===== src/hw/rtl/mbpu_pkg.sv =====
`default_nettype none

package mbpu_pkg;

    // storage geometry
    localparam int BUFFER_DEPTH = 1024;
    localparam int ADDR_W       = $clog2(BUFFER_DEPTH);
    localparam int CNT_W        = $clog2(BUFFER_DEPTH + 5);
    localparam int SUM_W        = CNT_W + 1;
    localparam int BANKS        = 4;
    localparam int ROW_W        = ADDR_W - 2;
    localparam int ROWS         = BUFFER_DEPTH / BANKS;
    localparam int RCNT_MAX     = BUFFER_DEPTH + 4;

    // configuration port
    localparam int CFG_W     = 11;
    localparam int CFG_IDX_W = 2;
    localparam logic [CFG_IDX_W-1:0] CFG_ALLOW_OVF = 2'd0;
    localparam logic [CFG_IDX_W-1:0] CFG_SIZE      = 2'd1;

    // queue depths
    localparam int CMDQ_DEPTH = 2;
    localparam int OUTQ_DEPTH = 4;
    localparam int OUTQ_PTR_W = $clog2(OUTQ_DEPTH);
    localparam int OUTQ_CNT_W = $clog2(OUTQ_DEPTH + 1);

    // operation codes
    localparam logic [3:0] OP_CLEAR    = 4'd0;
    localparam logic [3:0] OP_BEGIN_RD = 4'd1;
    localparam logic [3:0] OP_WR_BYTE  = 4'd2;
    localparam logic [3:0] OP_WR_SHORT = 4'd3;
    localparam logic [3:0] OP_WR_LONG  = 4'd4;
    localparam logic [3:0] OP_RD_CHAR  = 4'd5;
    localparam logic [3:0] OP_RD_BYTE  = 4'd6;
    localparam logic [3:0] OP_RD_SHORT = 4'd7;
    localparam logic [3:0] OP_RD_LONG  = 4'd8;

    // decoded command kinds
    localparam logic [2:0] K_NOP   = 3'd0;
    localparam logic [2:0] K_CLEAR = 3'd1;
    localparam logic [2:0] K_BEGIN = 3'd2;
    localparam logic [2:0] K_WRITE = 3'd3;
    localparam logic [2:0] K_READ  = 3'd4;

    // result status codes
    localparam logic [1:0] ST_OK          = 2'd0;
    localparam logic [1:0] ST_OVF_CLEARED = 2'd1;
    localparam logic [1:0] ST_FATAL       = 2'd2;
    localparam logic [1:0] ST_READ_PAST   = 2'd3;

    typedef struct packed {
        logic [3:0]         operation;
        logic signed [31:0] write_value;
    } t_in_item;

    typedef struct packed {
        logic signed [31:0] read_value;
        logic [1:0]         status;
        logic               overflowed;
        logic [10:0]        bytes_written;
        logic [10:0]        bytes_read;
    } t_out_item;

    typedef struct packed {
        logic [2:0]  kind;
        logic [2:0]  len;
        logic        sext;
        logic [31:0] value;
    } t_cmd;

    typedef struct packed {
        logic             allow_ovf;
        logic [CNT_W-1:0] size;
    } t_cfg;

endpackage

`default_nettype wire


===== src/hw/rtl/mbpu_front.sv =====
`default_nettype none

module mbpu_front (
    input  wire                   i_clk,
    input  wire                   i_rst_n,
    input  wire                   push,
    output logic                  full,
    input  mbpu_pkg::t_in_item    i_in_item,
    output logic                  o_cmd_valid,
    output mbpu_pkg::t_cmd        o_cmd,
    input  wire                   i_cmd_deq
);

    mbpu_pkg::t_cmd r_q [mbpu_pkg::CMDQ_DEPTH];
    logic           r_wp;
    logic           r_rp;
    logic [1:0]     r_cnt;
    logic [1:0]     n_cnt;
    mbpu_pkg::t_cmd dec;
    logic           do_push;
    logic           do_pop;

    // classify the operation into kind, length and sign handling
    always_comb begin
        dec       = '0;
        dec.value = i_in_item.write_value;
        case (i_in_item.operation)
            mbpu_pkg::OP_CLEAR:    dec.kind = mbpu_pkg::K_CLEAR;
            mbpu_pkg::OP_BEGIN_RD: dec.kind = mbpu_pkg::K_BEGIN;
            mbpu_pkg::OP_WR_BYTE: begin
                dec.kind = mbpu_pkg::K_WRITE;
                dec.len  = 3'd1;
            end
            mbpu_pkg::OP_WR_SHORT: begin
                dec.kind = mbpu_pkg::K_WRITE;
                dec.len  = 3'd2;
            end
            mbpu_pkg::OP_WR_LONG: begin
                dec.kind = mbpu_pkg::K_WRITE;
                dec.len  = 3'd4;
            end
            mbpu_pkg::OP_RD_CHAR: begin
                dec.kind = mbpu_pkg::K_READ;
                dec.len  = 3'd1;
                dec.sext = 1'b1;
            end
            mbpu_pkg::OP_RD_BYTE: begin
                dec.kind = mbpu_pkg::K_READ;
                dec.len  = 3'd1;
            end
            mbpu_pkg::OP_RD_SHORT: begin
                dec.kind = mbpu_pkg::K_READ;
                dec.len  = 3'd2;
                dec.sext = 1'b1;
            end
            mbpu_pkg::OP_RD_LONG: begin
                dec.kind = mbpu_pkg::K_READ;
                dec.len  = 3'd4;
            end
            default:               dec.kind = mbpu_pkg::K_NOP;
        endcase
    end

    assign full        = (r_cnt == 2'(mbpu_pkg::CMDQ_DEPTH));
    assign do_push     = push && !full;
    assign o_cmd_valid = (r_cnt != 2'd0);
    assign do_pop      = i_cmd_deq && o_cmd_valid;
    assign o_cmd       = r_q[r_rp];

    always_comb begin
        n_cnt = r_cnt;
        if (do_push && !do_pop) begin
            n_cnt = r_cnt + 2'd1;
        end else if (do_pop && !do_push) begin
            n_cnt = r_cnt - 2'd1;
        end
    end

    always_ff @(posedge i_clk) begin
        if (!i_rst_n) begin
            r_wp  <= 1'b0;
            r_rp  <= 1'b0;
            r_cnt <= 2'd0;
        end else begin
            r_cnt <= n_cnt;
            if (do_push) begin
                r_wp <= ~r_wp;
            end
            if (do_pop) begin
                r_rp <= ~r_rp;
            end
        end
    end

    always_ff @(posedge i_clk) begin
        if (do_push) begin
            r_q[r_wp] <= dec;
        end
    end

endmodule

`default_nettype wire


===== config.mk =====
export PLATFORM = sky130hd
export DESIGN_NAME = mbpu_front
export DESIGN_NICKNAME = d
export VERILOG_FILES = /design/src/hw/rtl/mbpu_pkg.sv /design/src/hw/rtl/mbpu_front.sv
export SDC_FILE = /design/constraint.sdc
export NUM_CORES = 1
export LEC_CHECK = 0
export BUFFER_PORTS_ARGS = -buffer_cell sky130_fd_sc_hd__buf_2
export CAP_MARGIN = 30
export CORE_UTILIZATION = 35
export CTS_BUF_LIST = sky130_fd_sc_hd__clkbuf_4 sky130_fd_sc_hd__clkbuf_8 sky130_fd_sc_hd__clkbuf_16
export CTS_CLUSTER_SIZE = 14
export DETAILED_ROUTE_END_ITERATION = 6
export GPL_ROUTABILITY_DRIVEN = 0
export SYNTH_ARGS = -nofsm -noshare
export SYNTH_HDL_FRONTEND = slang
export SYNTH_SLANG_ARGS = --single-unit

===== constraint.sdc =====
create_clock -name i_clk -period 3.4 [get_ports i_clk]
set_clock_uncertainty 0.05 [all_clocks]
set_input_delay 0.34 -clock i_clk [delete_from_list [all_inputs] [get_ports i_clk]]
set_output_delay 0.34 -clock i_clk [all_outputs]
set_load 0.01 [all_outputs]

Yosys cells after proc, flatten, opt, wreduce, memory -nomap -nowiden
Memories as Yosys holds them, arrays and structs flattened. A register that Yosys moved wholly into a read port is not among the register bits.
Index checks and enable logic that the tools add are counted.
W data, S select, Z words.
{"block": "totals", "reg_bits": 4, "latch_bits": 0, "ram_bits": 78, "mem_bits_ro": 0, "inputBits": 40, "wordCells": 42, "memories": 1}
{"name": "r_q", "depth": 2, "width": 39, "rd": 1, "rd_clocked_by_memory_dff": 1, "write_ports": 1, "line": "mbpu_front.sv:14", "text": "mbpu_pkg::t_cmd r_q [mbpu_pkg::CMDQ_DEPTH];"}
{"block": "op_classes", "n_addsub": 2, "multipliers": 0, "div": 0, "order_cmp": 0, "eq_ne": 9, "shift": 0, "n_mux": 9, "n_bitwise": 2, "reduce_logical": 16}
{"operator": "$eq A4 B3 Y1 const B", "count": 4}
{"operator": "$pmux W3 S4", "count": 1}
{"operator": "$pmux W3 S3", "count": 1}
{"operator": "$eq A4 B2 Y1 const B", "count": 2}
{"operator": "$reduce_or A2 Y1", "count": 3}
{"operator": "$reduce_or A3 Y1", "count": 2}
{"operator": "$mux W1", "count": 5}
{"operator": "$eq A4 B1 Y1 const B", "count": 1}
{"operator": "$eq A4 B4 Y1 const B", "count": 1}
{"operator": "$logic_and A1 B1 Y1", "count": 4}
{"operator": "$logic_not A4 Y1", "count": 1}
{"operator": "$mux W2", "count": 2}
{"operator": "$reduce_bool A2 Y1", "count": 2}
{"operator": "$reduce_or A4 Y1", "count": 1}
{"operator": "$logic_not A1 Y1", "count": 3}
{"operator": "$add A2 B1 Y2 const B", "count": 1}
{"operator": "$eq A2 B2 Y1 const B", "count": 1}
{"operator": "$not A1 Y1", "count": 2}
{"operator": "$sub A2 B1 Y2 const B", "count": 1}

Depth between registers and ports, before layout
{"block": "logic_depth", "word_depth": 7, "ltp_mapped": 7, "mapped_depth_nobuf": 7}

Least setup slack after synthesis
OpenSTA, ideal clock, no wires.
{"block": "synth_path", "kind": "reg-to-reg", "startpoint": "register r_cnt[0]", "endpoint": "memory r_q[0][0] (netlist name), enable pin", "setup_time_ns": 0.430, "arrival_time_ns": 2.148, "setup_slack_ns": 0.772, "path_stages_with_launch": 4, "path_buffers": 0, "path_cell_list": "dfxtp_1 > nand2b_1 > inv_2 > nor3_2"}
{"block": "synth_between", "elab_chain_cells": 5}
{"element": "from (decl)", "line": "mbpu_front.sv:17", "text": "logic [1:0] r_cnt;"}
{"element": "from (signal assigned)", "line": "mbpu_front.sv:85", "text": "r_cnt <= n_cnt;"}
{"element": "$eq A2 B2 Y1", "line": "mbpu_front.sv:64", "text": "assign full = (r_cnt == 2'(mbpu_pkg::CMDQ_DEPTH));"}
{"element": "named net full", "line": "mbpu_front.sv:7", "text": "output logic full,"}
{"element": "$logic_not A1 Y1", "line": "mbpu_front.sv:65", "text": "assign do_push = push && !full;"}
{"element": "$logic_and A1 B1 Y1", "line": "mbpu_front.sv:65"}
{"element": "$mux W1", "line": "mbpu_front.sv:96", "text": "if (do_push) begin"}
{"element": "$mux W1 (not written as such)", "line": "mbpu_front.sv:97", "text": "r_q[r_wp] <= dec;"}
{"element": "to (decl)", "line": "mbpu_front.sv:14"}
The timed path passes the listed nets, and every way through them passes these cells.

==> results.cfg <==
[worst_hold_path]
worstHoldStart = i_in_item[4]
min_path_type = input pin to flop

[clock_network]
numCtsBuffers = 9
clock_path_buffers = 2
cts_setup_buffers = 0
cts_hold_buf = 0
cts_max_level = 3
tritoncts = built
cts_root_buffer = clkbuf_8
cts_sinks = 83
clk_pin_slew_ps = 80
clk-insertion-delay-late_ps = 330
cts_resized = 0

[global_routing]
antenna_found_initial = 0
grt.busiest_layer = met2
grt_pass1_vias = 1676
grt_usage_pct = 11.6
met3_usage_pct = 5.49
met2_usage_pct = 19.0
overflow = 0
use_met1_pct = 13.3
grt_first_pass_wirelength_mm = 8.21
grt_max_degree = 41

[pwr]
total_power_mw = 2.74
switching_share_pct = 27.4
p_switching_uw = 749
p_int_mw = 1.99
ir_drop_uv = 308
seqPwrFrac_pct = 49.5
clockPowerShare_pct = 24.7
p_leak_nw = 1.46
p_per_area_nw_per_um2 = 702
power.share.combinational_pct = 25.9

[sta]
slew_headroom_pct = 62.6
setup_viol = 0
period_minus_slack_ps = 2070
setup_tns_ps = 0
hold_viol = 0
max_freq_mhz = 484
tightest_slew_ps = 560
finalCritPeriodShare_pct = 60.8
rsz0062_at_grt = false
slew_violations = 0

[placement]
place_area_sq_um = 3680
dp_cells = 347
io_buffers = 80
hpwl_mm = 3.24

[finish]
syn2layout_area_growth_pct = 23.9
diodes = 0
stdcell_area_sq_um = 3900
finalCoreUtilization_pct = 44.7
drive_gt1_share_pct = 51.6
final_nets = 292
final_cells = 364

[floorplan]
io_pins = 81
die_h_um = 96.8
dieArea_sq_um = 9370
die_w_um = 96.8
start_util_pct = 36.1
rows = 34
design.core.area_sq_um = 8720

[yosys]
synthFlopType = edfxtp_1
syn-num-nets = 204
netlist_top_cells_count = edfxtp_1 (78), mux2_2 (29), mux2_1 (10), dfxtp_1 (5), nor2_1 (4)
synth.top_cell.area_share_pct = 74.4
synth_cell_types = 30
yosys-top-cells-area = edfxtp_1 (74%), mux2_2 (10%), mux2_1 (3.6%)
synthCells = 163
ys_seq_elements = 83
synth_edf_count = 78
syn_avg_cell_area_sq_um = 19.3
synthesis.area_sq_um = 3150
synthMostInstantiatedCell = edfxtp_1
ys_warn_count = 0
ys_async_sr_fraction_pct = 0
yosysSeqAreaShare_pct = 77.6
yosysTopAreaCell = edfxtp_1

[route]
routed_wl_mm = 5.13
first_pass_iters = 4
drt_iter0_markers = 59
wl_per_cell_um = 14.1
routed_via_density = 4.58
route.detailed.drc = 0
final_antenna_net_count = 0
vias = 1666

[worst_setup_path]
crit_path_top_delay_cell = dfxtp_2
crit_chain = buf_12 -> mux2_1 -> buf_2
r2r-start = r_cnt[0]
critPathMaxStageDelay_ps = 580
critPathArrivalTime_ps = 1680
cp_top_family = flip-flops
cp.required_ps = 3010
start_kind = flop
worst-path-max-fanout = 26
critical_path_class = flop to output port
endpoint_kind = output port
crit_buf_inv = 2

[outcome]
outcome = completed

[flow_run]
max_cap_violations = 0
## kinds of logic (layout without fill, tap and decap cells)
kind of cell | Yosys count | after routing | share of synthesized area [%]
AO/OA/AOI/OAI | 8 | 8 | 1.59
XOR/XNOR | 5 | 5 | 1.39
adder cells (fa/ha/maj) | 1 | 1 | 0.398
buffers and inverters | 8 | 101 | 1.31
flip-flops | 83 | 83 | 77.6
multiplexers | 39 | 39 | 14.0
AND/OR/NAND/NOR | 19 | 19 | 3.74
## routing by layer
layer  routed length [um]  vias to the layer above
met4                    0                        0
met3                  293                        0
met5                    0                        -
li1                     -                      797
met2                 2640                       56
met1                 2200                      813
## worst register-to-register path: stages (launching register included)
cell and delay (ps):
dfxtp_1 410, nand2b_1 180, inv_2 70, nor3_4 100, buf_4 490
## cell usage in the layout, fill, tap and decap left out, types with 2 or more instances in the layout
cell type / instances
clkbuf_8: 9
and3b_1: 2
clkbuf_4: 2
mux2_1: 10
nor2b_1: 2
clkinvlp_4: 2
buf_12: 2
nor2_1: 4
o21ai_1: 2
edfxtp_1: 78
xor2_1: 2
and2_1: 3
nand2b_1: 2
xnor2_1: 3
mux2_2: 29
buf_2: 80
dfxtp_1: 4
## final cells by class
class	instances	area, sq um
clock buffer	11	139
clock inverter	5	53.8
fill	785	4820
inverter	2	7.51
multi-input combinational	72	671
sequential	83	2440
tap	108	135
timing repair buffer	83	448
## sequential cells by signal, summed over array words and instances (netlist names), named ones only
name   flops
r_cnt      2
r_q       78
r_rp       1
r_wp       1
## path summary, 6_finish.rpt
| check | slack, ps | endpoint | cells past startpoint |
|---|---|---|---|
| setup / recovery | 1330 | o_cmd[37] | 3 |
| hold / removal | 140 | r_q[1][4] | 1 |
| setup reg to reg | 1710 | r_q[0][10] | 4 |
| hold reg to reg | 470 | r_cnt[1] | 2 |
## per-stage QoR
| step | hold WS [ps] | worst slack, ps |
|---|---|---|
| 6_report | 139 | 1330 |
| 5_1_grt | 103 | 1200 |
| 3_3_place_gp | 455 | 1410 |
| 2_1_floorplan | 389 | 772 |
| 4_1_cts | 115 | 1260 |
| 3_5_place_dp | 461 | 1490 |
## power by group through the flow
stage / clock network (mW) / logic (mW) / registers [mW]
6_report: 0.675 / 0.709 / 1.35
5_1_grt: 0.743 / 0.772 / 1.37
4_1_cts: 0.705 / 0.718 / 1.36
3_5_place_dp: 0 / 0.715 / 1.38
3_3_place_gp: 0 / 0.646 / 1.42
2_1_floorplan: 0 / 0.474 / 1.34
(Power assumes the default switching activity.)
