`src/hw/rtl/mbpu_pkg.sv`:
```
`default_nettype none

package mbpu_pkg;

    // storage geometry
    localparam int BUFFER_DEPTH = 1024;
    localparam int ADDR_W       = $clog2(BUFFER_DEPTH);
    localparam int CNT_W        = $clog2(BUFFER_DEPTH + 5);
    localparam int SUM_W        = CNT_W + 1;
    localparam int BANKS        = 4;
    localparam int ROW_W        = ADDR_W - 2;
    localparam int ROWS         = BUFFER_DEPTH / BANKS;
    localparam int RCNT_MAX     = BUFFER_DEPTH + 4;

    // configuration port
    localparam int CFG_W     = 11;
    localparam int CFG_IDX_W = 2;
    localparam logic [CFG_IDX_W-1:0] CFG_ALLOW_OVF = 2'd0;
    localparam logic [CFG_IDX_W-1:0] CFG_SIZE      = 2'd1;

    // queue depths
    localparam int CMDQ_DEPTH = 2;
    localparam int OUTQ_DEPTH = 4;
    localparam int OUTQ_PTR_W = $clog2(OUTQ_DEPTH);
    localparam int OUTQ_CNT_W = $clog2(OUTQ_DEPTH + 1);

    // operation codes
    localparam logic [3:0] OP_CLEAR    = 4'd0;
    localparam logic [3:0] OP_BEGIN_RD = 4'd1;
    localparam logic [3:0] OP_WR_BYTE  = 4'd2;
    localparam logic [3:0] OP_WR_SHORT = 4'd3;
    localparam logic [3:0] OP_WR_LONG  = 4'd4;
    localparam logic [3:0] OP_RD_CHAR  = 4'd5;
    localparam logic [3:0] OP_RD_BYTE  = 4'd6;
    localparam logic [3:0] OP_RD_SHORT = 4'd7;
    localparam logic [3:0] OP_RD_LONG  = 4'd8;

    // decoded command kinds
    localparam logic [2:0] K_NOP   = 3'd0;
    localparam logic [2:0] K_CLEAR = 3'd1;
    localparam logic [2:0] K_BEGIN = 3'd2;
    localparam logic [2:0] K_WRITE = 3'd3;
    localparam logic [2:0] K_READ  = 3'd4;

    // result status codes
    localparam logic [1:0] ST_OK          = 2'd0;
    localparam logic [1:0] ST_OVF_CLEARED = 2'd1;
    localparam logic [1:0] ST_FATAL       = 2'd2;
    localparam logic [1:0] ST_READ_PAST   = 2'd3;

    typedef struct packed {
        logic [3:0]         operation;
        logic signed [31:0] write_value;
    } t_in_item;

    typedef struct packed {
        logic signed [31:0] read_value;
        logic [1:0]         status;
        logic               overflowed;
        logic [10:0]        bytes_written;
        logic [10:0]        bytes_read;
    } t_out_item;

    typedef struct packed {
        logic [2:0]  kind;
        logic [2:0]  len;
        logic        sext;
        logic [31:0] value;
    } t_cmd;

    typedef struct packed {
        logic             allow_ovf;
        logic [CNT_W-1:0] size;
    } t_cfg;

endpackage

`default_nettype wire

```
`src/hw/rtl/mbpu_outq.sv`:
```
`default_nettype none

module mbpu_outq (
    input  wire                                 i_clk,
    input  wire                                 i_rst_n,
    input  wire                                 i_push,
    input  mbpu_pkg::t_out_item                 i_item,
    input  wire                                 pop,
    output logic                                empty,
    output mbpu_pkg::t_out_item                 o_out_item,
    output logic [mbpu_pkg::OUTQ_CNT_W-1:0]     o_level
);

    localparam int PW = mbpu_pkg::OUTQ_PTR_W;
    localparam int NW = mbpu_pkg::OUTQ_CNT_W;

    mbpu_pkg::t_out_item r_mem [mbpu_pkg::OUTQ_DEPTH];
    logic [PW-1:0]       r_wp;
    logic [PW-1:0]       r_rp;
    logic [NW-1:0]       r_cnt;
    logic [NW-1:0]       n_cnt;
    logic                do_pop;

    assign empty      = (r_cnt == '0);
    assign do_pop     = pop && !empty;
    assign o_out_item = r_mem[r_rp];
    assign o_level    = r_cnt;

    always_comb begin
        n_cnt = r_cnt;
        if (i_push && !do_pop) begin
            n_cnt = r_cnt + NW'(1);
        end else if (do_pop && !i_push) begin
            n_cnt = r_cnt - NW'(1);
        end
    end

    always_ff @(posedge i_clk) begin
        if (!i_rst_n) begin
            r_wp  <= '0;
            r_rp  <= '0;
            r_cnt <= '0;
        end else begin
            r_cnt <= n_cnt;
            if (i_push) begin
                r_wp <= r_wp + PW'(1);
            end
            if (do_pop) begin
                r_rp <= r_rp + PW'(1);
            end
        end
    end

    always_ff @(posedge i_clk) begin
        if (i_push) begin
            r_mem[r_wp] <= i_item;
        end
    end

endmodule

`default_nettype wire

```
`config.mk`:
```
export PLATFORM = sky130hd
export DESIGN_NAME = mbpu_outq
export DESIGN_NICKNAME = d
export VERILOG_FILES = /design/src/hw/rtl/mbpu_pkg.sv /design/src/hw/rtl/mbpu_outq.sv
export SDC_FILE = /design/constraint.sdc
export NUM_CORES = 1
export LEC_CHECK = 0
export ABC_AREA = 1
export ABC_CLOCK_PERIOD_IN_PS = 2650
export BUFFER_PORTS_ARGS = -buffer_cell sky130_fd_sc_hd__buf_4
export CORE_UTILIZATION = 48
export CTS_BUF_LIST = sky130_fd_sc_hd__clkbuf_16
export CTS_CLUSTER_DIAMETER = 80
export CTS_CLUSTER_SIZE = 8
export DETAILED_ROUTE_END_ITERATION = 7
export PLACE_DENSITY = 0.79
export SLEW_MARGIN = 20
export SYNTH_ARGS = -nofsm -noshare
export SYNTH_HDL_FRONTEND = slang
export SYNTH_SLANG_ARGS = --single-unit
```
`constraint.sdc`:
```
create_clock -name i_clk -period 2.65 [get_ports i_clk]
set_input_delay 0.53 -clock i_clk [delete_from_list [all_inputs] [get_ports i_clk]]
set_output_delay 0.53 -clock i_clk [all_outputs]
set_load 0.01 [all_outputs]
```
== Yosys cells after proc, flatten, opt, wreduce, memory -nomap -nowiden ==
Memories as Yosys holds them, arrays and structs flattened. A register that Yosys moved wholly into a read port is not among the register bits.
Cells that the tools add are included.

* Register bits after elaboration: 7
* Bits in writable memories: 228
* Bits of input ports: 61
* Output and inout port bits: 61
* Logic and storage cells: 22
* Memories: 1

{| class="wikitable"
|+ Memories
! memory !! words !! width !! read ports !! clocked after Yosys merged registers in !! write ports !! line !! text
|-
| r_mem || 4 || 57 || 1 || 1 || 1 || mbpu_outq.sv:17 || <nowiki>mbpu_pkg::t_out_item r_mem [mbpu_pkg::OUTQ_DEPTH];</nowiki>
|}

* $add $sub $neg: 4
* Muxes and demuxes: 6
* Reductions and logical operators: 8

{| class="wikitable"
|+ Operator list
! cell !! number
|-
| $mux 3 || 2
|-
| $add 2x1->2 const B || 2
|-
| $mux 2 || 2
|-
| $add 3x1->3 const B || 1
|-
| $logic_and 1x1->1 || 3
|-
| $logic_not 1->1 || 3
|-
| $logic_not 3->1 || 1
|-
| $sub 3x1->3 const B || 1
|-
| $mux 1 || 2
|-
| $reduce_bool 2->1 || 1
|}

== Logic depth before layout (Yosys ltp) ==
Gate-level depths: netlist of run 1.

* Depth in word-level cells: 6
* Gate-level depth with buffers: 12
* Depth with buffers taken out: 12

== Worst setup path before layout of run 1 ==
Ideal clock, no wire load.

* Path kind: reg-to-reg
* From: register r_wp[0]
* To: memory r_mem[2][0] in the netlist's numbering (enable)
* Setup time: 411 ps
* Arrival: 1699 ps
* Required time: 2239 ps
* Setup slack: 540 ps
* Stages on the path, launching flop included: 5
* Path buffers: 0
* Period minus slack after synthesis: 2110 ps
* Cell sequence: dfxtp_1 > inv_1 > ha_1 > nand2_1 > inv_1

{| class="wikitable"
|+ RTL lines
! what !! line !! text
|-
| start: declaration || mbpu_outq.sv:18 || <nowiki>logic [PW-1:0] r_wp;</nowiki>
|-
| start signal: assignment || mbpu_outq.sv:46 || <nowiki>r_wp <= r_wp + PW'(1);</nowiki>
|-
| end: declaration || mbpu_outq.sv:17 ||
|}

Straight into the memory's write port.

==> results of run 1 <==
-- registers in the layout, indices dropped and copies added (netlist names), named ones only --
signal / cells
o_level: 3
r_rp: 2
r_wp: 2
r_mem: 228
-- cells by family after synthesis --
kind of cell / synth area share (%)
DFF: 79.1
adders and majority gates: 0.930
AOI/OAI and AO/OA: 10.9
and+or+nand+nor: 5.87
xor gates and xnor gates: 0.0986
buffers and inverters: 3.09
-- synthesized netlist by cell type --
| library cell | instances | area (um^2) |
|---|---|---|
| buf_4 | 3 | 22.5 |
| inv_1 | 15 | 56.3 |
| a21oi_1 | 5 | 25.0 |
| nor2_1 | 120 | 450 |
| edfxtp_1 | 228 | 6850 |
| buf_2 | 9 | 45.0 |
| xor2_1 | 1 | 8.76 |
| buf_6 | 7 | 78.8 |
| o22ai_1 | 57 | 357 |
| o21ai_0 | 109 | 546 |
| dfxtp_1 | 9 | 180 |
| nand2_1 | 15 | 56.3 |
| fa_1 | 1 | 20.0 |
| o21ai_1 | 8 | 40.0 |
| nand3_1 | 3 | 15.0 |
| inv_2 | 2 | 7.51 |
| ha_1 | 5 | 62.6 |
| clkbuf_1 | 17 | 63.8 |
-- cell usage in the layout (no fill, tap or decap), drive strengths merged, types with 3 or more instances in the layout --
master    n
edfxtp  228
buf     138
nor2    120
o21ai   117
o22ai    57
clkbuf   37
inv      35
nand2    15
dfxtp     9
a21oi     5
ha        5
nand3     3
-- worst max-delay path: stages (launching register included) --
cell     delay (ps)
dfxtp_4         360
buf_12          310
o21ai_0         240
o22ai_1         240
buf_4           160
-- stage by stage --
stage | total power (W) | utilization, % | worst slack (ps) | area (um^2) | hold WS [ps]
floorplan | 0.00573 | - | 540 | 8880 | 465
global placement | 0.00672 | 56.0 | 653 | 10100 | 483
detailed placement | 0.00678 | 56.0 | 583 | 10100 | 510
CTS | 0.0107 | 61.5 | 73.3 | 11100 | 226
global route | 0.0111 | 61.5 | 47.2 | 11100 | 233
finish | 0.0106 | 61.5 | 156 | 11100 | 247
-- report_power, final --
part	internal, W	switching (W)	leakage [nW]
clock network	0.00246	0.00143	0.556
registers	0.00432	0.0000821	2.17
logic	0.000959	0.00135	1.34
total	0.00774	0.00286	4.07
-- layer usage --
metal  wire (um)  vias to the layer above
li1            -                     2567
met1        7710                     2667
met2        8960                      204
met3        1420                       24
met4         244                        0
met5           0                        -
-- what timing repair did --
| action | CTS | global route |
|---|---|---|
| gates resized for setup | 0 | 1 |
| hold endpoints to repair | 0 | 0 |
| endpoints found under the setup margin | 0 | 1 |
-- path summary, 6_finish.rpt --
path / startpoint / cells past startpoint / to
setup / recovery: register / 4 / o_out_item[11]
hold / removal: i_item[22] / 1 / r_mem[3][22]$_DFFE_PP_
setup reg to reg: o_level[0]$_SDFFE_PN0P_ / 8 / o_level[1]$_SDFFE_PN0P_
hold reg to reg: r_rp[0]$_SDFFE_PN0P_ / 2 / r_rp[0]$_SDFFE_PN0P_
-- cell type report --
cell class | count | share of cell area, %
Sequential cell | 237 | 63.4
Multi-Input combinational cell | 324 | 14.3
Timing Repair Buffer | 138 | 10.1
Clock buffer | 37 | 8.35
Tap cell | 229 | 2.58
Clock inverter | 19 | 0.655
Inverter | 17 | 0.598
==> results.txt, run 1 <==
The tools report the weighted congestion reported at the end of routability-driven placement as 0.735. The run gives 1580 um^2 as the multi-input logic area. The run gives 0 ps as the final total negative setup slack. Compared with the post-synthesis result, the final layout area differs by 24.8%. Instance count of the mapped netlist: 614. The detailed router's first-iteration violation count is 431, and the buffer levels on the longest clock path is 3.

Along the worst path, the maximum fanout reaches 114. The clock reaches the later pin of the worst-skew pair after 480 ps. The number of max-slew violations in the final report was 0; the number of hold-repair buffers added at the cts stage was 0. Counting the fill cells in the layout gives 1354. The number of antenna violations at the first check in global routing came out at 0.

The critical path is of the register to output pin type. After global routing the overflow that remains totals 0. At the worst endpoint, the arrival time is 1960 ps. The average instance area after synthesis is 14.5 um^2, and the first-pass GRT wire length is 28800 um. Of the cells placed in the final design, the portion with a size suffix greater than 1 is 23.8%. At the worst endpoint, the required time is 2120 ps. From left edge to right edge, the die measures 138 um. On the final layout, the worst clock skew is 7.76 ps.

Root buffer selected by CTS: clkbuf_16. For the number of iterations in the first detailed-routing pass, the log shows 5. Yosys mapped the design onto 18 distinct sky130hd cell types. The die covers 19000 um^2.

Sequential fraction of the synthesis area: 79.1%. Using the TritonRoute via totals, the vias-per-cell ratio works out to 5.46. The post-synth net total is 681, and the count of placed standard cells in the final layout, fillers left out is 1001. The tools report the synthesized area as 8880 um^2. Maximum level of the CTS H-tree: 2.

VDD sags by at most 0.710 mV. In this run the remaining antenna-violating nets after routing total 0. After global routing, the most crowded layer is met2. In the global route stage, overall resource usage came out at 19.4%. CTS saw 237 sinks. The met3 global-route usage came out at 5.02%. After the last flow step, the layout net total stands at 820.

The post-placement cell count came out at 945. Static timing analysis puts the maximum clock frequency at 401 MHz. The run gives 122 as the count of pins on the block boundary. At the pin with the least slew margin, the transition time is 562 ps.

Detailed routing inserted a total of 5462 vias. The tool flagged a number of max-cap violations equal to 0. The run gives 18000 um^2 as the total core area. The logs give 32.5% for the met2 global-route usage and 35 for the TritonCTS buffer count.

Measured along the y axis, the die boundary spans 138 um. The number of global-route vias before repair came out at 5623. The worst setup path is captured at an output pin. After clock tree synthesis, the clock-pin slew on the worst setup and hold paths is 50 ps.

The initialized floorplan defines 49 standard-cell rows. For this design the static power due to leakage is 4.07 nW. The total count of hold-check failures in the final report was 0; the initial standard-cell utilization of the core was 49.3%. TritonCTS built the clock tree.

For the largest net degree at the start of global routing, the log shows 115. The flow ran to the end, and the final reports show no timing, DRC or antenna violations. The run gives 0 as the count of final setup violators. Post-CTS timing repair inserted 0 buffers for setup. Element type at the critical path start: a register. The sequential cell area in the final layout came out at 7030 um^2. The routed design has 18300 um of wire. For met1 alone, demand over resource in global routing was 25.2%. The Yosys step of the flow raised 0 warnings. Counting flops and latches in the post-synthesis netlist gives 237.

Final period utilization: 94.1%. For the placed wire-length estimate after detailed placement, the log shows 10400 um. The remaining max-slew budget at the tightest pin was 62.5%; the post-detailed-route wirelength per cell was 18.3 um.

The ratio of total power to cell area works out to 956 nW/um^2. Port buffering added 121 buffers. The repair_antennas step left the layout with diodes totalling 0. The setup slack of the worst register-to-register path is 790 ps.

The final critical delay including setup and external delays was 2490 ps. Setup repair after global routing left no endpoint under its margin. For this run, design rule violations remaining after detail routing come to 0. The min-delay analysis places its worst path in the category input port to register.
(Power assumes the default switching activity.)
==> run 2, diff against run 1 <==
CORE_UTILIZATION = 40   (was 48)
PLACE_DENSITY = 0.69   (was 0.79)
==> results.txt, run 2 (same netlist as run 1, synthesis figures left out) <==
Number of antenna diodes: 0 (unchanged). Met1 usage: 21.4% (-3.8 points). The final setup skew is 13.7 ps (+5.91 ps), and the number of antenna violations at the first check in global routing is 0 (unchanged). The chip height came out at 151 um (+9.4%).

The root buffer selected by CTS was clkbuf_16. The flip-flop count of the largest register, all copies and words added was 228 (unchanged); the buffer levels on the longest clock path was 3 (unchanged). The tools report the weighted congestion reported at the end of routability-driven placement as 0.717 (-2.4%).

For the number of max-slew violations in the final report, the log shows 0 (unchanged). The final critical delay including setup and external delays was 2420 ps (-69.7 ps). The tools report the aggregate routed wire length as 18700 um (+1.8%). The flow ran to the end, and the final reports show no timing, DRC or antenna violations. The met2 global-route usage is 27.2% (-5.3 points), and the initial standard-cell utilization of the core is 40.7% (-8.6 points). The run gives 0 (unchanged) as the post-CTS setup buffer count.

The met3 global-route usage is 4.34% (-0.69 points), and the final period utilization is 91.5% (-2.6 points). The final global-route overflow total is 0 (unchanged). The critical path is of the register to output pin type. The number of I/O port buffers was 121 (unchanged).

The ratio of total power to cell area is 949 nW/um^2 (-0.75%). The TritonCTS buffer count was 35 (unchanged); the final total negative setup slack was 0 ps (unchanged). The total count of hold-check failures in the final report is 0 (unchanged).

The register ranked first by flip-flop count is r_mem. In the layout the commonest cells are 228 x edfxtp_1, 132 x buf_4, 120 x nor2_1. The first-pass GRT wire length is 28400 um (-1.2%), and the measured slew at the worst slew-check pin is 528 ps (-33.8 ps). The net total in the final layout is 820 (unchanged), and the total non-filler cell area in the finished layout is 11100 um^2 (+0.21%). The global-route usage over all layers is 16.7% (-2.8 points), and the clock latency of the later-clocked register in the worst-skew pair is 490 ps (about the same). The maximum level of the CTS H-tree is 2 (unchanged). Layer carrying the most global-route usage: met2.

The worst setup path is launched from a register. Setup repair after global routing left no endpoint under its margin. The endpoint arrival time on the critical path is 1890 ps (-70 ps), and the number of max-cap violations is 0 (unchanged). For the post-route DRC violation count, the log shows 0 (unchanged). Total vias in the final route: 5418 (-0.81%). The number of global-route vias before repair is 5346 (-4.9%), and the total placed instance area is 10100 um^2 (+0.51%). The placed wire-length estimate after detailed placement was 10900 um (+4.7%); the total power draw was 0.0105 W (-0.53%). The share of layout cells above drive strength 1 was 24.1% (+0.25 points). For the achievable clock frequency, the log shows 412 MHz (+2.9%). The required time of the worst setup path came out at 2120 ps (about the same). The hold slack came out at 239 ps (-7.99 ps).

STA classifies the critical path endpoint as an output pin. The post-detailed-route wirelength per cell works out to 17.9 um (-2.4%). The die footprint was 22800 um^2 (+20%).

The remaining number of nets flagged by the antenna check after routing came out at 0 (unchanged). Count of pins on the block boundary: 122 (unchanged). The leakage power was 4.01 nW (-1.3%); the biggest fanout along the worst timing path was 114 (unchanged). The floorplan die width came out at 151 um (+9.4%).

The count of final setup violators is 0 (unchanged). The clock slew seen by the registers of the worst setup and hold paths is 50 ps (about the same), and the worst ir drop on vdd is 0.500 mV (-30%). Vias per cell: 5.19 (-4.9%). The multi-input logic area came out at 1580 um^2 (unchanged).

The area overhead of the layout relative to synthesis is 25.1%. The type of the tightest min-delay check is input port to register. The library cell used most frequently in the layout, excluding fill and tap cells, is edfxtp_1.

The logs give 4 (-1) for the number of iterations in the first detailed-routing pass and 64.8% (+2.3 points) for the remaining max-slew budget at the tightest pin. The number of clock sinks is 237 (unchanged), and the total core area is 21800 um^2 (+21%). TritonCTS built the clock tree. The number of standard-cell rows in the floorplan came out at 54 (+10%). The sequential cell area in the final layout is 7030 um^2 (about the same), and the detailed router's first-iteration violation count is 371 (-14%). The number of filler instances in the final layout is 1832 (+35%). The largest net degree at the start of global routing came out at 115 (unchanged).
## run 2: cell types whose count changed in the layout (fill, tap and decap cells not counted)
cell	previous run	this run
buf_12	7	6
buf_4	131	132
dfxtp_2	1	0
dfxtp_4	1	2
inv_1	29	21
## run 2: layer usage
metal / share of wire (%) / up-vias
met2: 48 / 164
met3: 7.3 / 31
met4: 1.8 / 0
li1: - / 2560
met5: 0 / -
met1: 42 / 2663
## run 2: layout make-up
type / instances / share of cell area (%)
clock buffer: 37 / 8.33
sequential: 237 / 63.3
inverter: 17 / 0.597
multi-input combinational: 324 / 14.2
tap: 280 / 3.15
timing repair buffer: 138 / 10.0
clock inverter: 11 / 0.383
## run 2: metrics by stage
stage / cells / setup slack [ps] / utilization, %
final: 1044 / 226 / 50.9
after global routing: 1044 / 84.0 / 50.9
after CTS: 1044 / 44.1 / 50.9
after detailed placement: 996 / 567 / 46.5
after global placement: 996 / 607 / 46.5
after floorplan: 614 / 540 / -
## run 2: worst paths after layout
| path | startpoint | end | slack (ps) | cells past startpoint |
|---|---|---|---|---|
| setup reg to reg | o_level[0]$_SDFFE_PN0P_ | o_level[2]$_SDFFE_PN0P_ | 800 | 12 |
| hold / removal | i_item[0] | r_mem[1][0]$_DFFE_PP_ | 240 | 1 |
| hold reg to reg | r_rp[0]$_SDFFE_PN0P_ | r_rp[0]$_SDFFE_PN0P_ | 520 | 2 |
| setup / recovery | register | o_out_item[35] | 230 | 4 |
## run 2: power breakdown
part / leakage (nW) / internal, W / switching [W] / total (W)
registers: 2.17 / 0.00432 / 0.0000861 / 0.00441
clock network: 0.513 / 0.00244 / 0.00140 / 0.00384
logic: 1.33 / 0.000949 / 0.00135 / 0.00229
total: 4.01 / 0.00771 / 0.00283 / 0.0105
## run 2: critical path: stages, from the launching register on
cell and delay [ps]:
dfxtp_4 370, buf_12 340, o21ai_0 170, o22ai_1 230, buf_4 160
## run 2: what timing repair did
item                                    4_1_cts  5_1_grt
endpoints found under the setup margin        0       27
resized for setup                             0        2
hold buffers                                  0        0
hold endpoints to repair                      0        0
==> run 3, diff against run 2 <==
CTS_BUF_LIST = unset   (was sky130_fd_sc_hd__clkbuf_16)
PLACE_DENSITY = unset   (was 0.69)
PLACE_DENSITY_LB_ADDON = 0.3   (was unset)
==> results.txt, run 3 (same netlist as run 1, synthesis figures left out) <==
The flow ran to the end, and the final reports show no timing, DRC or antenna violations. The run gives 1039 (-0.48%) as the count of placed standard cells in the final layout, fillers left out. The clock slew seen by the registers of the worst setup and hold paths is 50 ps (about the same). The vias per cell is 5.20 (+0.26%), and the count of instances resized after the clock tree is built is 1 (+1).

The worst min-delay path startpoint was i_item[30]. The run gives 0 (unchanged) as the count of final setup violators. The remaining number of nets flagged by the antenna check after routing was 0 (unchanged). The number of antenna diodes is 0 (unchanged), and the cell depth of the worst hold path is 1 (unchanged). Worst ir drop on vdd: 0.511 mV (+2.3%). The run gives 35 (unchanged) as the TritonCTS buffer count. The die footprint is 22800 um^2 (unchanged). The tools report the sort of element at the end of the critical path as an output pin. The total core area is 21800 um^2 (unchanged), and the share of layout cells above drive strength 1 is 23.5% (-0.63 points). Remaining max-slew budget at the tightest pin: 68.8% (+4.0 points).

The number of clock sinks is 237 (unchanged). Biggest fanout along the worst timing path: 44 (-61%). The register ranked first by flip-flop count was r_mem. Cell count of the worst reg-to-reg path: 12 (unchanged). The endpoint of the most critical register-to-register path is o_level[2]$_SDFFE_PN0P_.

The post-detailed-route wirelength per cell is 18.1 um (+1.5%), and the net total in the final layout is 813 (-0.85%). The sequential cell area in the final layout came out at 7030 um^2 (about the same). For the post-route DRC violation count, the log shows 0 (unchanged). The number of max-slew violations in the final report was 0 (unchanged).

The run gives 0.00764 W (-1.0%) as the internal power component. The combinational fraction of design power came out at 21.5% (-0.3 points). The most common cell after layout, fill and taps aside is edfxtp_1.

The tools report the endpoint arrival time on the critical path as 1980 ps (+90 ps). The number of filler instances in the final layout is 1792 (-2.2%), and the number of global-route vias before repair is 5277 (-1.3%). The measured slew at the worst slew-check pin was 468 ps (-60.3 ps); the final period utilization was 94.9% (+3.4 points). The tools report the detailed router's first-iteration violation count as 384 (+3.5%).

The floorplan die width was 151 um (unchanged). The buffer levels on the longest clock path is 3 (unchanged), and the final critical delay including setup and external delays is 2510 ps (+89.2 ps). The number of iterations in the first detailed-routing pass was 4 (unchanged). Setup repair after global routing left no endpoint under its margin. For the number of standard-cell rows in the floorplan, the log shows 54 (unchanged). The tools report the maximum level of the CTS H-tree as 2 (unchanged).

The number of max-cap violations came out at 0 (unchanged). The tools report the element type at the critical path start as a register. Final setup skew: 11.0 ps (-2.63 ps).

The flip-flop count of the largest register, all copies and words added is 228 (unchanged), and the ratio of total power to cell area is 952 nW/um^2 (+0.35%). The switching share of total power is 27.4% (+0.54 points). The tools report the total vias in the final route as 5406 (-0.22%). For the clock share of power, the log shows 36.4% (about the same). The hold slack was 236 ps (-3.17 ps); the leakage power was 3.93 nW (-2.1%).

Net switching component of the power: 0.00288 W (+1.7%). The sequential share of power was 42.1% (+0.3 points). The number of I/O port buffers came out at 121 (unchanged). The tools report the count of pins on the block boundary as 122 (unchanged). The logs give 0.737 (+2.7%) for the weighted congestion reported at the end of routability-driven placement and 40.7% (unchanged) for the initial standard-cell utilization of the core.

For the required time of the worst setup path, the log shows 2120 ps (about the same). Chip height: 151 um (unchanged). The logs give 18800 um (+1.0%) for the aggregate routed wire length and 10000 um (-7.9%) for the placed wire-length estimate after detailed placement. The final total negative setup slack came out at 0 ps (unchanged).

In the layout the commonest cells are 228 x edfxtp_1, 121 x buf_4, 120 x nor2_1. The area overhead of the layout relative to synthesis came out at 24.3%. The largest net degree at the start of global routing is 59 (-49%), and the multi-input logic area is 1580 um^2 (unchanged). The number of antenna violations at the first check in global routing is 0 (unchanged). The worst min-delay path endpoint is r_mem[3][30]$_DFFE_PP_.

The tools report the number of hold-repair buffers added at the cts stage as 0 (unchanged). The post-placement cell count came out at 989 (-0.70%). The setup slack of the worst register-to-register path was 770 ps (-30 ps).

TritonCTS built the clock tree. The root buffer cell chosen for the clock tree is clkbuf_16. The logs give 0 (unchanged) for the total count of hold-check failures in the final report and 0 (unchanged) for the final global-route overflow total. The min-delay analysis places its worst path in the category input port to register. The global-route usage over all layers is 16.6% (-0.055 points). The logs give 500 ps (about the same) for the clock latency of the later-clocked register in the worst-skew pair and 398 MHz (-3.5%) for the achievable clock frequency. The worst register-to-register path begins at o_level[1]$_SDFFE_PN0P_. For the first-pass GRT wire length, the log shows 28400 um (-0.12%). The path type of the worst setup path is register to output pin. For the post-CTS setup buffer count, the log shows 0 (unchanged).
## run 3: changes by cell type in the layout (fill, tap and decap cells not counted), sizes merged
cell	change
buf	-7
clkbuf	+9
clkinv	+1
inv	-8
## run 3: worst max-delay path: stages, from the launching register on
cell and delay, ps:
dfxtp_4 530, buf_6 340, o21ai_0 150, o22ai_1 280
buf_4 180
## run 3: power by group through the flow
stage	logic [W]	clock network, W	registers, W
floorplan	0.00127	0	0.00446
global placement	0.00221	0	0.00448
detailed placement	0.00228	0	0.00449
CTS	0.00229	0.00393	0.00442
global route	0.00250	0.00409	0.00444
finish	0.00226	0.00383	0.00442
## run 3: how the worst max path moves through the flow
| stage | endpoint | slack, ps | from |
|---|---|---|---|
| 2_1_floorplan | r_mem[2][0]$_DFFE_PP_ | 540 | r_wp[0]$_SDFFE_PN0P_ |
| 3_3_place_gp | o_out_item[10] | 520 | register |
| 3_5_place_dp | o_out_item[17] | 470 | register |
| 4_1_cts | o_out_item[45] | 0.1 | register |
| 5_1_grt | o_out_item[23] | 10 | register |
| 6_report | o_out_item[17] | 140 | register |
## run 3: metrics by stage
stage	utilization (%)	setup slack [ps]	total power, W	cell area (um^2)
after floorplan	-	540	0.00573	8880
after global placement	46.2	523	0.00669	10100
after detailed placement	46.2	468	0.00677	10100
after CTS	50.5	0.136	0.0106	11000
after global routing	50.6	10.7	0.0110	11000
final	50.6	136	0.0105	11000
## run 3: metal layers
layer	vias to the layer above	share of wire (%)	global-route usage (%)
li1	2549	-	-
met1	2650	43	21.6
met2	174	48	26.8
met3	33	7.8	5.15
met4	0	1.6	4.90
met5	-	0	0
## run 3: area by class of cell
cell class	instances	share of cell area [%]
well taps	280	3.17
clock inverters	4	0.283
flip-flops and latches	237	63.7
repair buffers	131	9.64
clock buffers	46	8.31
inverters	17	0.589
multi-input cells	324	14.3
